<file path="src/rtl/core/vgc_pkg.sv">
// Package for the vertex ground contour block: payload structs, codes and map size.
// Used by vertex_ground_contour_core and its checker; depends on nothing else.
`timescale 1ns / 1ps
`default_nettype none

package vgc_pkg;

  // Heightmap size in tiles; one tile spans 128 scene units.
  localparam int MAP_TILES_X = 128;
  localparam int MAP_TILES_Z = 128;
  localparam int TILE_SHIFT  = 7;

  // Input item opcodes.
  localparam logic OP_VERTEX = 1'b0;
  localparam logic OP_REPLY  = 1'b1;

  // Result commands.
  localparam logic [1:0] CMD_FETCH_GROUND = 2'd0;
  localparam logic [1:0] CMD_FETCH_ABOVE  = 2'd1;
  localparam logic [1:0] CMD_SET_Y        = 2'd2;

  // Operating modes.
  localparam logic [2:0] MODE_FOLLOW    = 3'd0;
  localparam logic [2:0] MODE_THRESHOLD = 3'd1;
  localparam logic [2:0] MODE_MODEL_Y   = 3'd2;
  localparam logic [2:0] MODE_ABOVE     = 3'd3;
  localparam logic [2:0] MODE_DUAL      = 3'd4;

  // Configuration register indexes.
  localparam logic [2:0] REG_MODE         = 3'd0;
  localparam logic [2:0] REG_THRESHOLD    = 3'd1;
  localparam logic [2:0] REG_SCENE_HEIGHT = 3'd2;
  localparam logic [2:0] REG_PLANE_LEVEL  = 3'd3;
  localparam logic [2:0] REG_USED_COUNT   = 3'd4;
  localparam logic [2:0] REG_LOWEST_Y     = 3'd5;
  localparam logic [2:0] REG_Y_SPAN       = 3'd6;

  // Reply phase codes.
  localparam logic [1:0] PH_IDLE      = 2'd0;
  localparam logic [1:0] PH_PRIMARY   = 2'd1;
  localparam logic [1:0] PH_SECONDARY = 2'd2;

  typedef struct packed {
    logic               opcode;
    logic        [15:0] vertex_number;
    logic signed [15:0] scene_x_pos;
    logic signed [15:0] scene_z_pos;
    logic signed [15:0] model_y;
    logic signed [15:0] height_value;
  } in_item_t;

  typedef struct packed {
    logic        [1:0]  command;
    logic signed [15:0] fetch_x;
    logic signed [15:0] fetch_z;
    logic        [1:0]  fetch_level;
    logic        [15:0] target_vertex;
    logic signed [31:0] new_y;
  } out_item_t;

endpackage

`default_nettype wire

</file>
<file path="src/rtl/core/vertex_ground_contour_core.sv">
// Top level of the vertex ground contour block: sequencer, shared divider and multiplier.
// Depends on vgc_pkg for payload structs and codes.
`timescale 1ns / 1ps
`default_nettype none
//
// Usage: items enter on the in channel (valid/ready), results leave on the out
// channel (valid/ready), and registers are written on the cfg channel, which is
// always ready. A vertex beat is answered by a fetch request or a set-Y result;
// a height reply beat yields the next fetch or the final Y. Stray replies and
// undefined modes give no result.
// The block works on one item at a time and drops in_ready_o while busy.
// Direct answers pass through the sequencer result register to the output register.
// Each signed division runs on one shared restoring divider at one quotient bit
// a cycle, with setup before and sign fix after. The threshold blend runs a
// division on each beat, and on its final step a division, a multiply and a
// second division; the dual level blend divides and multiplies on its last reply.
// A finished result sits in the output register while the next item is taken;
// if the receiver stalls, a second result waits in the sequencer until the
// output register frees up.
// Reset returns the configuration and control registers to their reset values:
// mode model Y, used count 1.
//
module vertex_ground_contour_core
  import vgc_pkg::*;
(
  input  wire logic      clk_i,
  input  wire logic      rst_ni,
  input  wire logic      in_valid_i,
  output logic           in_ready_o,
  input  wire in_item_t  in_data_i,
  output logic           out_valid_o,
  input  wire logic      out_ready_i,
  output out_item_t      out_data_o,
  input  wire logic      cfg_valid_i,
  output logic           cfg_ready_o,
  input  wire logic [2:0]  cfg_index_i,
  input  wire logic [31:0] cfg_data_i
);

  localparam logic [2:0] S_IDLE  = 3'd0;
  localparam logic [2:0] S_START = 3'd1;
  localparam logic [2:0] S_DIV   = 3'd2;
  localparam logic [2:0] S_POST  = 3'd3;
  localparam logic [2:0] S_MUL   = 3'd4;
  localparam logic [2:0] S_FIN   = 3'd5;
  localparam logic [2:0] S_OUT   = 3'd6;

  // Configuration registers.
  logic [2:0]  mode_q;
  logic [31:0] thr_q;
  logic [15:0] sh_q, used_q, lo_q, span_q;
  logic [1:0]  plane_q;

  // Item state.
  logic [2:0]  state_q, state_d;
  logic [1:0]  phase_q, phase_d;
  logic [1:0]  sub_q, sub_d;
  logic        step_q, step_d;
  logic [15:0] idx_q, idx_d, x_q, x_d, z_q, z_d, y_q, y_d, g_q, g_d, a_q, a_d;
  out_item_t   res_q, res_d, out_q;
  logic        out_valid_q;
  logic [31:0] prod_q, prod_d;

  // Divider state.
  logic [31:0] rem_q, rem_d, quo_q, quo_d, dvs_q, dvs_d;
  logic        neg_q, neg_d;
  logic [4:0]  cnt_q, cnt_d;

  logic [31:0] y32, g32, a32, sh32, q32, div_a, div_b, mul_a, mul_b, mul_p;
  logic [32:0] rem_sh;
  logic [33:0] diff;
  logic        div_go, out_load, skip, x_in, z_in;

  assign y32  = {{16{y_q[15]}}, y_q};
  assign g32  = {{16{g_q[15]}}, g_q};
  assign a32  = {{16{a_q[15]}}, a_q};
  assign sh32 = {{16{sh_q[15]}}, sh_q};
  assign q32  = neg_q ? 32'(-quo_q) : quo_q;

  // Bounds check on the tile of the held vertex.
  assign x_in = !x_q[15] && (32'(x_q[14:TILE_SHIFT]) < 32'(MAP_TILES_X - 1));
  assign z_in = !z_q[15] && (32'(z_q[14:TILE_SHIFT]) < 32'(MAP_TILES_Z - 1));
  assign skip = (idx_q >= used_q) && !(x_in && z_in);

  // Shared multiplier, low 32 bits kept.
  assign mul_p = mul_a * mul_b;

  // One restoring division step.
  assign rem_sh = {rem_q, quo_q[31]};
  assign diff   = {1'b0, rem_sh} - {2'b0, dvs_q};

  function automatic out_item_t mk_set(logic [15:0] idx, logic [31:0] y);
    out_item_t r;
    r = '0;
    r.command       = CMD_SET_Y;
    r.target_vertex = idx;
    r.new_y         = y;
    return r;
  endfunction

  function automatic out_item_t mk_fetch(logic [1:0] cmd, logic [15:0] x, logic [15:0] z,
                                         logic [1:0] lvl);
    out_item_t r;
    r = '0;
    r.command     = cmd;
    r.fetch_x     = x;
    r.fetch_z     = z;
    r.fetch_level = lvl;
    return r;
  endfunction

  // Sequencer.
  always_comb begin
    state_d = state_q;
    phase_d = phase_q;
    sub_d   = sub_q;
    step_d  = step_q;
    idx_d   = idx_q;
    x_d     = x_q;
    z_d     = z_q;
    y_d     = y_q;
    g_d     = g_q;
    a_d     = a_q;
    res_d   = res_q;
    prod_d  = prod_q;
    div_go  = 1'b0;
    div_a   = '0;
    div_b   = '0;
    mul_a   = q32;
    mul_b   = 32'(g32 - a32);
    if (mode_q == MODE_THRESHOLD) begin
      mul_a = 32'(g32 - sh32);
      mul_b = 32'(thr_q - q32);
    end
    unique case (state_q)
      S_IDLE: begin
        if (in_valid_i) begin
          if (in_data_i.opcode == OP_VERTEX) begin
            idx_d   = in_data_i.vertex_number;
            x_d     = in_data_i.scene_x_pos;
            z_d     = in_data_i.scene_z_pos;
            y_d     = in_data_i.model_y;
            phase_d = PH_IDLE;
            sub_d   = 2'd0;
            state_d = S_START;
          end else if (phase_q != PH_IDLE) begin
            state_d = S_START;
            sub_d   = 2'd1;
            case (mode_q) inside
              MODE_FOLLOW, MODE_THRESHOLD: g_d = in_data_i.height_value;
              MODE_ABOVE:                  a_d = in_data_i.height_value;
              MODE_DUAL: begin
                if (phase_q == PH_PRIMARY) begin
                  g_d = in_data_i.height_value;
                end else begin
                  a_d   = in_data_i.height_value;
                  sub_d = 2'd2;
                end
              end
              default: begin
                phase_d = PH_IDLE;
                state_d = S_IDLE;
              end
            endcase
          end
        end
      end
      S_START: begin
        state_d = S_OUT;
        phase_d = PH_IDLE;
        res_d   = mk_set(idx_q, y32);
        unique case (mode_q)
          MODE_FOLLOW: begin
            if (sub_q != 2'd0) begin
              res_d = mk_set(idx_q, 32'(y32 + g32 - sh32));
            end else if (!skip) begin
              res_d   = mk_fetch(CMD_FETCH_GROUND, x_q, z_q, plane_q);
              phase_d = PH_PRIMARY;
            end
          end
          MODE_THRESHOLD: begin
            if (lo_q != '0) begin
              div_go  = 1'b1;
              div_a   = {y_q, 16'b0};
              div_b   = {{16{lo_q[15]}}, lo_q};
              step_d  = 1'b0;
              state_d = S_DIV;
            end
          end
          MODE_MODEL_Y: ;
          MODE_ABOVE: begin
            if (sub_q == 2'd0) begin
              res_d   = mk_fetch(CMD_FETCH_ABOVE, x_q, z_q, plane_q);
              phase_d = PH_PRIMARY;
            end else begin
              res_d = mk_set(idx_q, 32'(y32 + a32 - sh32 + {16'b0, span_q}));
            end
          end
          MODE_DUAL: begin
            if (span_q != '0) begin
              if (sub_q == 2'd0) begin
                res_d   = mk_fetch(CMD_FETCH_GROUND, x_q, z_q, plane_q);
                phase_d = PH_PRIMARY;
              end else if (sub_q == 2'd1) begin
                res_d   = mk_fetch(CMD_FETCH_ABOVE, x_q, z_q, plane_q);
                phase_d = PH_SECONDARY;
              end else begin
                div_go  = 1'b1;
                div_a   = {{8{y_q[15]}}, y_q, 8'b0};
                div_b   = {16'b0, span_q};
                state_d = S_DIV;
              end
            end
          end
          default: state_d = S_IDLE;
        endcase
      end
      S_DIV: begin
        if (cnt_q == 5'd31) begin
          state_d = S_POST;
        end
      end
      S_POST: begin
        state_d = S_OUT;
        res_d   = mk_set(idx_q, y32);
        if (mode_q == MODE_THRESHOLD) begin
          if (step_q) begin
            res_d = mk_set(idx_q, 32'(y32 + q32));
          end else if (sub_q == 2'd0) begin
            if (!($signed(q32) >= $signed(thr_q) || skip)) begin
              res_d   = mk_fetch(CMD_FETCH_GROUND, x_q, z_q, plane_q);
              phase_d = PH_PRIMARY;
            end
          end else if (thr_q != '0) begin
            state_d = S_MUL;
          end
        end else begin
          state_d = S_MUL;
        end
      end
      S_MUL: begin
        prod_d  = mul_p;
        state_d = S_FIN;
      end
      S_FIN: begin
        if (mode_q == MODE_THRESHOLD) begin
          div_go  = 1'b1;
          div_a   = prod_q;
          div_b   = thr_q;
          step_d  = 1'b1;
          state_d = S_DIV;
        end else begin
          res_d   = mk_set(idx_q, 32'({{8{prod_q[31]}}, prod_q[31:8]} - sh32 + g32));
          state_d = S_OUT;
        end
      end
      S_OUT: begin
        if (out_load) begin
          state_d = S_IDLE;
        end
      end
      default: state_d = S_IDLE;
    endcase
  end

  // Divider setup and iteration.
  always_comb begin
    rem_d = rem_q;
    quo_d = quo_q;
    dvs_d = dvs_q;
    neg_d = neg_q;
    cnt_d = cnt_q;
    if (div_go) begin
      rem_d = '0;
      quo_d = div_a[31] ? 32'(-div_a) : div_a;
      dvs_d = div_b[31] ? 32'(-div_b) : div_b;
      neg_d = div_a[31] ^ div_b[31];
      cnt_d = '0;
    end else if (state_q == S_DIV) begin
      cnt_d = 5'(cnt_q + 5'd1);
      if (!diff[33]) begin
        rem_d = diff[31:0];
        quo_d = {quo_q[30:0], 1'b1};
      end else begin
        rem_d = rem_sh[31:0];
        quo_d = {quo_q[30:0], 1'b0};
      end
    end
  end

  assign out_load    = (state_q == S_OUT) && (!out_valid_q || out_ready_i);
  assign in_ready_o  = (state_q == S_IDLE);
  assign out_valid_o = out_valid_q;
  assign out_data_o  = out_q;
  assign cfg_ready_o = 1'b1;

  // Control and configuration registers.
  always_ff @(posedge clk_i or negedge rst_ni) begin
    if (!rst_ni) begin
      state_q     <= S_IDLE;
      phase_q     <= PH_IDLE;
      out_valid_q <= 1'b0;
      mode_q      <= MODE_MODEL_Y;
      thr_q       <= '0;
      sh_q        <= '0;
      plane_q     <= '0;
      used_q      <= 16'd1;
      lo_q        <= '0;
      span_q      <= '0;
      idx_q       <= '0;
      x_q         <= '0;
      z_q         <= '0;
      y_q         <= '0;
      g_q         <= '0;
      a_q         <= '0;
    end else begin
      state_q <= state_d;
      phase_q <= phase_d;
      idx_q   <= idx_d;
      x_q     <= x_d;
      z_q     <= z_d;
      y_q     <= y_d;
      g_q     <= g_d;
      a_q     <= a_d;
      if (out_load) begin
        out_valid_q <= 1'b1;
      end else if (out_ready_i) begin
        out_valid_q <= 1'b0;
      end
      if (cfg_valid_i) begin
        unique case (cfg_index_i)
          REG_MODE:         mode_q  <= cfg_data_i[2:0];
          REG_THRESHOLD:    thr_q   <= cfg_data_i;
          REG_SCENE_HEIGHT: sh_q    <= cfg_data_i[15:0];
          REG_PLANE_LEVEL:  plane_q <= cfg_data_i[1:0];
          REG_USED_COUNT:   used_q  <= cfg_data_i[15:0];
          REG_LOWEST_Y:     lo_q    <= cfg_data_i[15:0];
          REG_Y_SPAN:       span_q  <= cfg_data_i[15:0];
          default: ;
        endcase
      end
    end
  end

  // Datapath registers.
  always_ff @(posedge clk_i) begin
    sub_q  <= sub_d;
    step_q <= step_d;
    res_q  <= res_d;
    prod_q <= prod_d;
    rem_q  <= rem_d;
    quo_q  <= quo_d;
    dvs_q  <= dvs_d;
    neg_q  <= neg_d;
    cnt_q  <= cnt_d;
    if (out_load) begin
      out_q <= res_q;
    end
  end

endmodule

`default_nettype wire

</file>
<file path="config.mk">
export PLATFORM = sky130hd
export DESIGN_NAME = vertex_ground_contour_core
export DESIGN_NICKNAME = d
export VERILOG_FILES = /design/src/rtl/core/vgc_pkg.sv /design/src/rtl/core/vertex_ground_contour_core.sv
export SDC_FILE = /design/constraint.sdc
export NUM_CORES = 2
export LEC_CHECK = 0
export BUFFER_PORTS_ARGS = -buffer_cell sky130_fd_sc_hd__buf_2
export CAP_MARGIN = 20
export CORE_MARGIN = 2
export CORE_UTILIZATION = 53
export CTS_CLUSTER_DIAMETER = 150
export DETAILED_ROUTE_END_ITERATION = 10
export PLACE_DENSITY = 0.68
export SYNTH_ARGS = -nofsm -noshare
export SYNTH_HDL_FRONTEND = slang
export SYNTH_SLANG_ARGS = --single-unit
export TNS_END_PERCENT = 20
</file>
<file path="constraint.sdc">
create_clock -name clk_i -period 17.2 [get_ports clk_i]
set_input_delay 3.44 -clock clk_i [delete_from_list [all_inputs] [get_ports clk_i]]
set_output_delay 3.44 -clock clk_i [all_outputs]
set_load 0.01 [all_outputs]
</file>
Yosys cells after proc, flatten, opt, wreduce, memory -nomap -nowiden
Index checks and enable logic that the tools add are counted.

word-level totals
  flip-flop bits (word level) = 508
  bits of input ports = 121
  output and inout bits = 87
  logic and storage cells = 241

operators by class
  add/sub/neg operators = 16
  $mul = 1
  magnitude comparators = 4
  equality and inequality tests = 37
  muxes and demuxes = 98
  bitwise operators = 3
  reductions and logical operators = 45

operator list
  kind                                   number
  2-to-1 mux 84 bit                      11
  case mux 84 bit (3 select lines)       2
  2-to-1 mux 32 bit                      14
  case mux 32 bit (2 select lines)       4
  2-to-1 mux 16 bit                      10
  negator 32 bit                         3
  2-to-1 mux 2 bit                       21
  subtractor 17 x 16 -> 18 bit           2
  adder 16 x 16 -> 17 bit                2
  subtractor 16 x 16 -> 17 bit           2
  subtractor 33 x 32 -> 34 bit           1
  2-to-1 mux 3 bit                       11
  adder 32 bit                           1
  >= comparator 32 bit                   1
  multiplier 32 x 32 -> 32 bit           1
  nonzero test 16 bit                    2
  nonzero test 32 bit                    1
  subtractor 32 bit                      1
  2-to-1 mux 31 bit                      1
  adder 25 x 16 -> 26 bit                1
  subtractor 24 x 16 -> 25 bit           1
  != test 2 bit (second input constant)  12
  == test 3 bit (second input constant)  7
  case mux 3 bit (7 select lines)        1
  31 further kinds                       91

Longest topological paths before layout
  depth in word-level cells = 11
  depth in mapped cells = 45
  depth with buffers taken out = 44

Worst setup path before layout
No wires, ideal clock.

  path kind = register to register
  start = register quo_q[2]
  end = register prod_q[31], data pin
  setup time = 0.259 ns
  arrival time = 10.903 ns
  required time = 16.941 ns
  setup slack = 6.037 ns
  cell stages (with the launch flop) = 42
  path buffers = 1
  clock period less this slack = 11.163 ns
  cell sequence = edfxtp_1 -> or3_4 -> or3b_4 -> or2_4 -> nand2b_4 -> o41ai_1 -> xor2_1 -> inv_1 -> ha_1 -> clkbuf_1 -> and3_1 -> and3_1 -> nand2_1 -> o21a_1 -> o21ai_0 -> mux2_2 -> nor3_1 -> nand2_1 -> [6 not listed] -> fa_1 -> fa_1 -> inv_1 -> fa_1 -> inv_1 -> fa_1 -> xnor2_1 -> xnor2_1 -> xnor2_1 -> xnor2_1 -> xnor2_1 -> xnor2_1 -> xnor2_1 -> xnor2_1 -> xnor2_1 -> xnor3_1 -> xnor3_1 -> xnor2_1

between the ends
  word-level cells in the longest chain between the ends = 5
  elaborated cells between the ends (all ways) = 6
  those cells by class = add/sub (2); mul (1); mux (3)

ends and longest elaborated chain
  item                              line                               text
  start, declared                   vertex_ground_contour_core.sv:65   logic [31:0] rem_q, rem_d, quo_q, quo_d, dvs_q, dvs_d;
  start signal, assigned            vertex_ground_contour_core.sv:352  quo_q <= quo_d;
  negator 32 bit                    vertex_ground_contour_core.sv:78   assign q32 = neg_q ? 32'(-quo_q) : quo_q;
  2-to-1 mux 32 bit (*)             vertex_ground_contour_core.sv:78
  subtractor 32 bit                 vertex_ground_contour_core.sv:133  mul_b = 32'(thr_q - q32);
  2-to-1 mux 32 bit                 vertex_ground_contour_core.sv:131  if (mode_q == MODE_THRESHOLD) begin
  multiplier 32 x 32 -> 32 bit (*)  vertex_ground_contour_core.sv:86   assign mul_p = mul_a * mul_b;
  net mul_p[31]                     vertex_ground_contour_core.sv:69   logic [31:0] y32, g32, a32, sh32, q32, div_a, div_b, mul_a, mul_b, mul_p;
  end signal, assigned              vertex_ground_contour_core.sv:350  prod_q <= prod_d;
  end, declared                     vertex_ground_contour_core.sv:62   logic [31:0] prod_q, prod_d;

Mark *: on every way through the listed nets, which the timed path passes. The rest lies on a longest branch.
A chain may end at the register's enable or synchronous reset.

Final worst setup path
  start = register quo_q[0]
  end = register prod_q[31], data pin

The elaborated chain is that of the path after synthesis.

==> metrics.md <==
| Metric | Value |
|---|---|
| GR Overflow Total | 0 |
| Final Wtd Congestion | slightly above 1 |
| Drt first pass iters | 6 |
| Worst hold path type | register to register |
| Dpl cell area | 52630 um2 |
| Core area | 93330 um2 |
| Initial Util | a little over half |
| Reg clk slew, reported paths | 0.06 ns |
| Setup CP Type | register to register |
| DIE HEIGHT | 311.1 um |
| Max Fclk | 81.04 MHz |
| Ranking of synthesized cells by area | fa_1 19%, edfxtp_1 16%, dfrtp_1 10%, ha_1 9.1%, inv_1 6.7% |
| Site Rows | 112 |
| Tmin final | around 12 ns |
| Sink Count | 508 |
| Count leader, synth | inv_1 |
| Crit path capture type | register |
| Largest delay share family, worst path | adder cells |
| CTS Buf Count | 55 |
| Layout cells sized above 1 | 9.904% |
| Die area | 96750 um2 |
| Max-slew violation count | 0 |
| Reg2reg start | quo_q[0] |
| First-pass GRT wire length | 245900 um |
| I/O pin count | ~210 |
| CTS Hold Bufs | 0 |
| Fin cells | 6901 |
| Routed WL | between 150000 and 200000 um |
| Relative slew margins | 17.16% |
| Port bufs | between 200 and 250 |
| Final Hold Slack | 0.4078 ns |
| Crit-path max FO | 8 |
| Fillers | 8283 |
| Worst skew pair latency | about 0.66 ns |
| DRT iter0 DRCs | 3759 |
| Final setup violation count | 0 |
| Post-synth EDFFs | 268 |
| Worst path most repeated cell | xnor2_1 |
| Slowest Stage Delay on Critical Path | 0.60 ns |
| Actual slew at the worst max-slew pin | roughly 1.2 ns |
| WP buf/inv | 6 |
| Slowest cell on crit path | nor3_1 |
| YS warnings | 0 |
| Root buffer cell | clkbuf_16 |
| Drt via density | approximately 6 |
| Seq/Total Area, Yosys | between 20% and 30% |
| Final hold viol count | 0 |
| TNS Setup | 0 ns |
| DRC Markers | 0 |
| Post CTS Setup Buffer Count | 0 |
| Main flop type after synthesis | edfxtp_1 |
| CP arrival | ~13 ns |
| Final Net Count | 6570 |
| Post-Syn Instances | 5449 |
| Hold Startpoint | res_q[59] |
| WHS Path Cells | 0 |
| CTS resizes | 0 |
| Commonest cells post-synth | 894 x inv_1, 664 x nand2_1, 486 x fa_1, 365 x ha_1, 332 x nor2_1 |
| Cell taking the most area after synthesis | fa_1 |
| Overall Global Routing Usage | 33.41% |
| Hpwl dp | 128600 um |
| Pin count of the biggest net entering global routing | ~100 |
| DR vias | ~40000 |
| Unrepaired setup endpoints after global routing | false |
| Mapped Area | 49970 um2 |
| Library cells used by synthesis | 88 |
| Critical path required time | 17.61 ns |
| Seq cells post-synth | between 500 and 600 |
| H-tree depth | 2 |
| Worst r2r path cells | 41 |
| Wire per inst | ~23 um |
| Post-synth ARST share | 39.96% |
| Final ANT Viol Nets | 0 |
| Total of max-cap violations | 0 |
| R2r setup slk | 4.86 ns |
| Worst Setup Start Kind | register |
| Dpl cells | 6793 |
| CTS tree | built |
| Syn_area_per_cell | 9.170 um2 |
| Area grow syn2layout | 9.317% |
| Post-Syn Nets | 6421 |
| Outcome | complete, no violations |
| Fin Clk Skew | around 0.038 ns |
| Design area | between 50000 and 60000 um2 |
| Post-synth top area share | 19.47% |
| DIE WIDTH | 311.1 um |
| Crit Reg-Reg Endpoint | prod_q[31] |
| Vias in the first global route | just over 40000 |
| Initial antenna violation count | 0 |
| Clk buf depth | 3 |
| Hold Path End | out_data_o[59] |
| Final worst-path cycle share | 71.74% |
per-stage QoR:
| stage | util, % | setup slack [ns] |
|---|---|---|
| after floorplan | - | 6.037 |
| final | 58.53 | 4.861 |
| after CTS | 58.50 | 4.844 |
| after detailed placement | 56.39 | 4.875 |
| after global placement | 56.38 | 5.040 |
| after global routing | 58.52 | 4.176 |
cells by family after synthesis:
logic type	synth area share, %
and+or+nand+nor	13.31
buffers and inverters	8.233
AOI/OAI and AO/OA	13.26
adders and majority gates	28.61
DFF	27.76
xor gates and xnor gates	5.444
muxes	3.375
other	0.007505
how the worst max path moves through the flow:
stage | from | to | slack (ns) | depth (start not counted)
finish | quo_q[0] | prod_q[31] | 4.86 | 41
global route | quo_q[0] | prod_q[31] | 4.18 | 41
CTS | quo_q[0] | prod_q[31] | 4.84 | 41
detailed placement | quo_q[0] | prod_q[31] | 4.88 | 41
global placement | quo_q[0] | prod_q[31] | 5.04 | 41
floorplan | quo_q[2] | prod_q[31] | 6.04 | 41
sequential cells by signal, summed over array words and instances (netlist names), 32 cells and up:
| signal | flops |
|---|---|
| rem_q | 32 |
| res_q | 84 |
| dvs_q | 32 |
| out_data_o | 84 |
| quo_q | 32 |
| prod_q | 32 |
| thr_q | 32 |
area by class of cell:
cell class	count	area (um2)	share of cell area, %
Sequential cell	508	13870	25.39
Clock inverter	30	437.9	0.8017
Tap cell	1254	1569	2.872
Inverter	894	3356	6.143
Multi-Input combinational cell	3848	32170	58.90
Timing Repair Buffer	291	1687	3.088
Antenna cell	3	7.507	0.01374
Clock buffer	73	1525	2.792
layer usage:
metal | track usage, % | vias up | routed length (um)
met4 | 16.48 | 0 | 9318
li1 | - | 18272 | -
met1 | 44.60 | 19857 | 65690
met5 | 0 | - | 0
met3 | 5.672 | 428 | 14070
met2 | 52.86 | 1871 | 72140
worst reg2reg max path: cells and delay by family, from the launching register on:
family / cells / cell delay [ns]
adders and majority gates: 10 / 4.86
xor gates and xnor gates: 13 / 2.77
and+or+nand+nor: 8 / 2.22
AOI/OAI and AO/OA: 3 / 0.84
DFF: 1 / 0.51
buffers and inverters: 6 / 0.51
muxes: 1 / 0.38
placed cells by master (no fill, tap or decap), drive strengths merged, types with 47 or more instances in the layout:
cell type	count
inv	900
mux2	108
ha	365
mux2i	47
and2	117
xor2	103
edfxtp	268
xnor2	192
a21o	84
nand3	47
nand2	664
nor2	332
a21oi	290
buf	291
nor3	61
o21ai	341
fa	486
nand2b	48
dfrtp	201
clkbuf	73
Power is left out: the tool's default activity adds up to more than one toggle a clock period on the data nets, which glitch-free logic cannot reach.
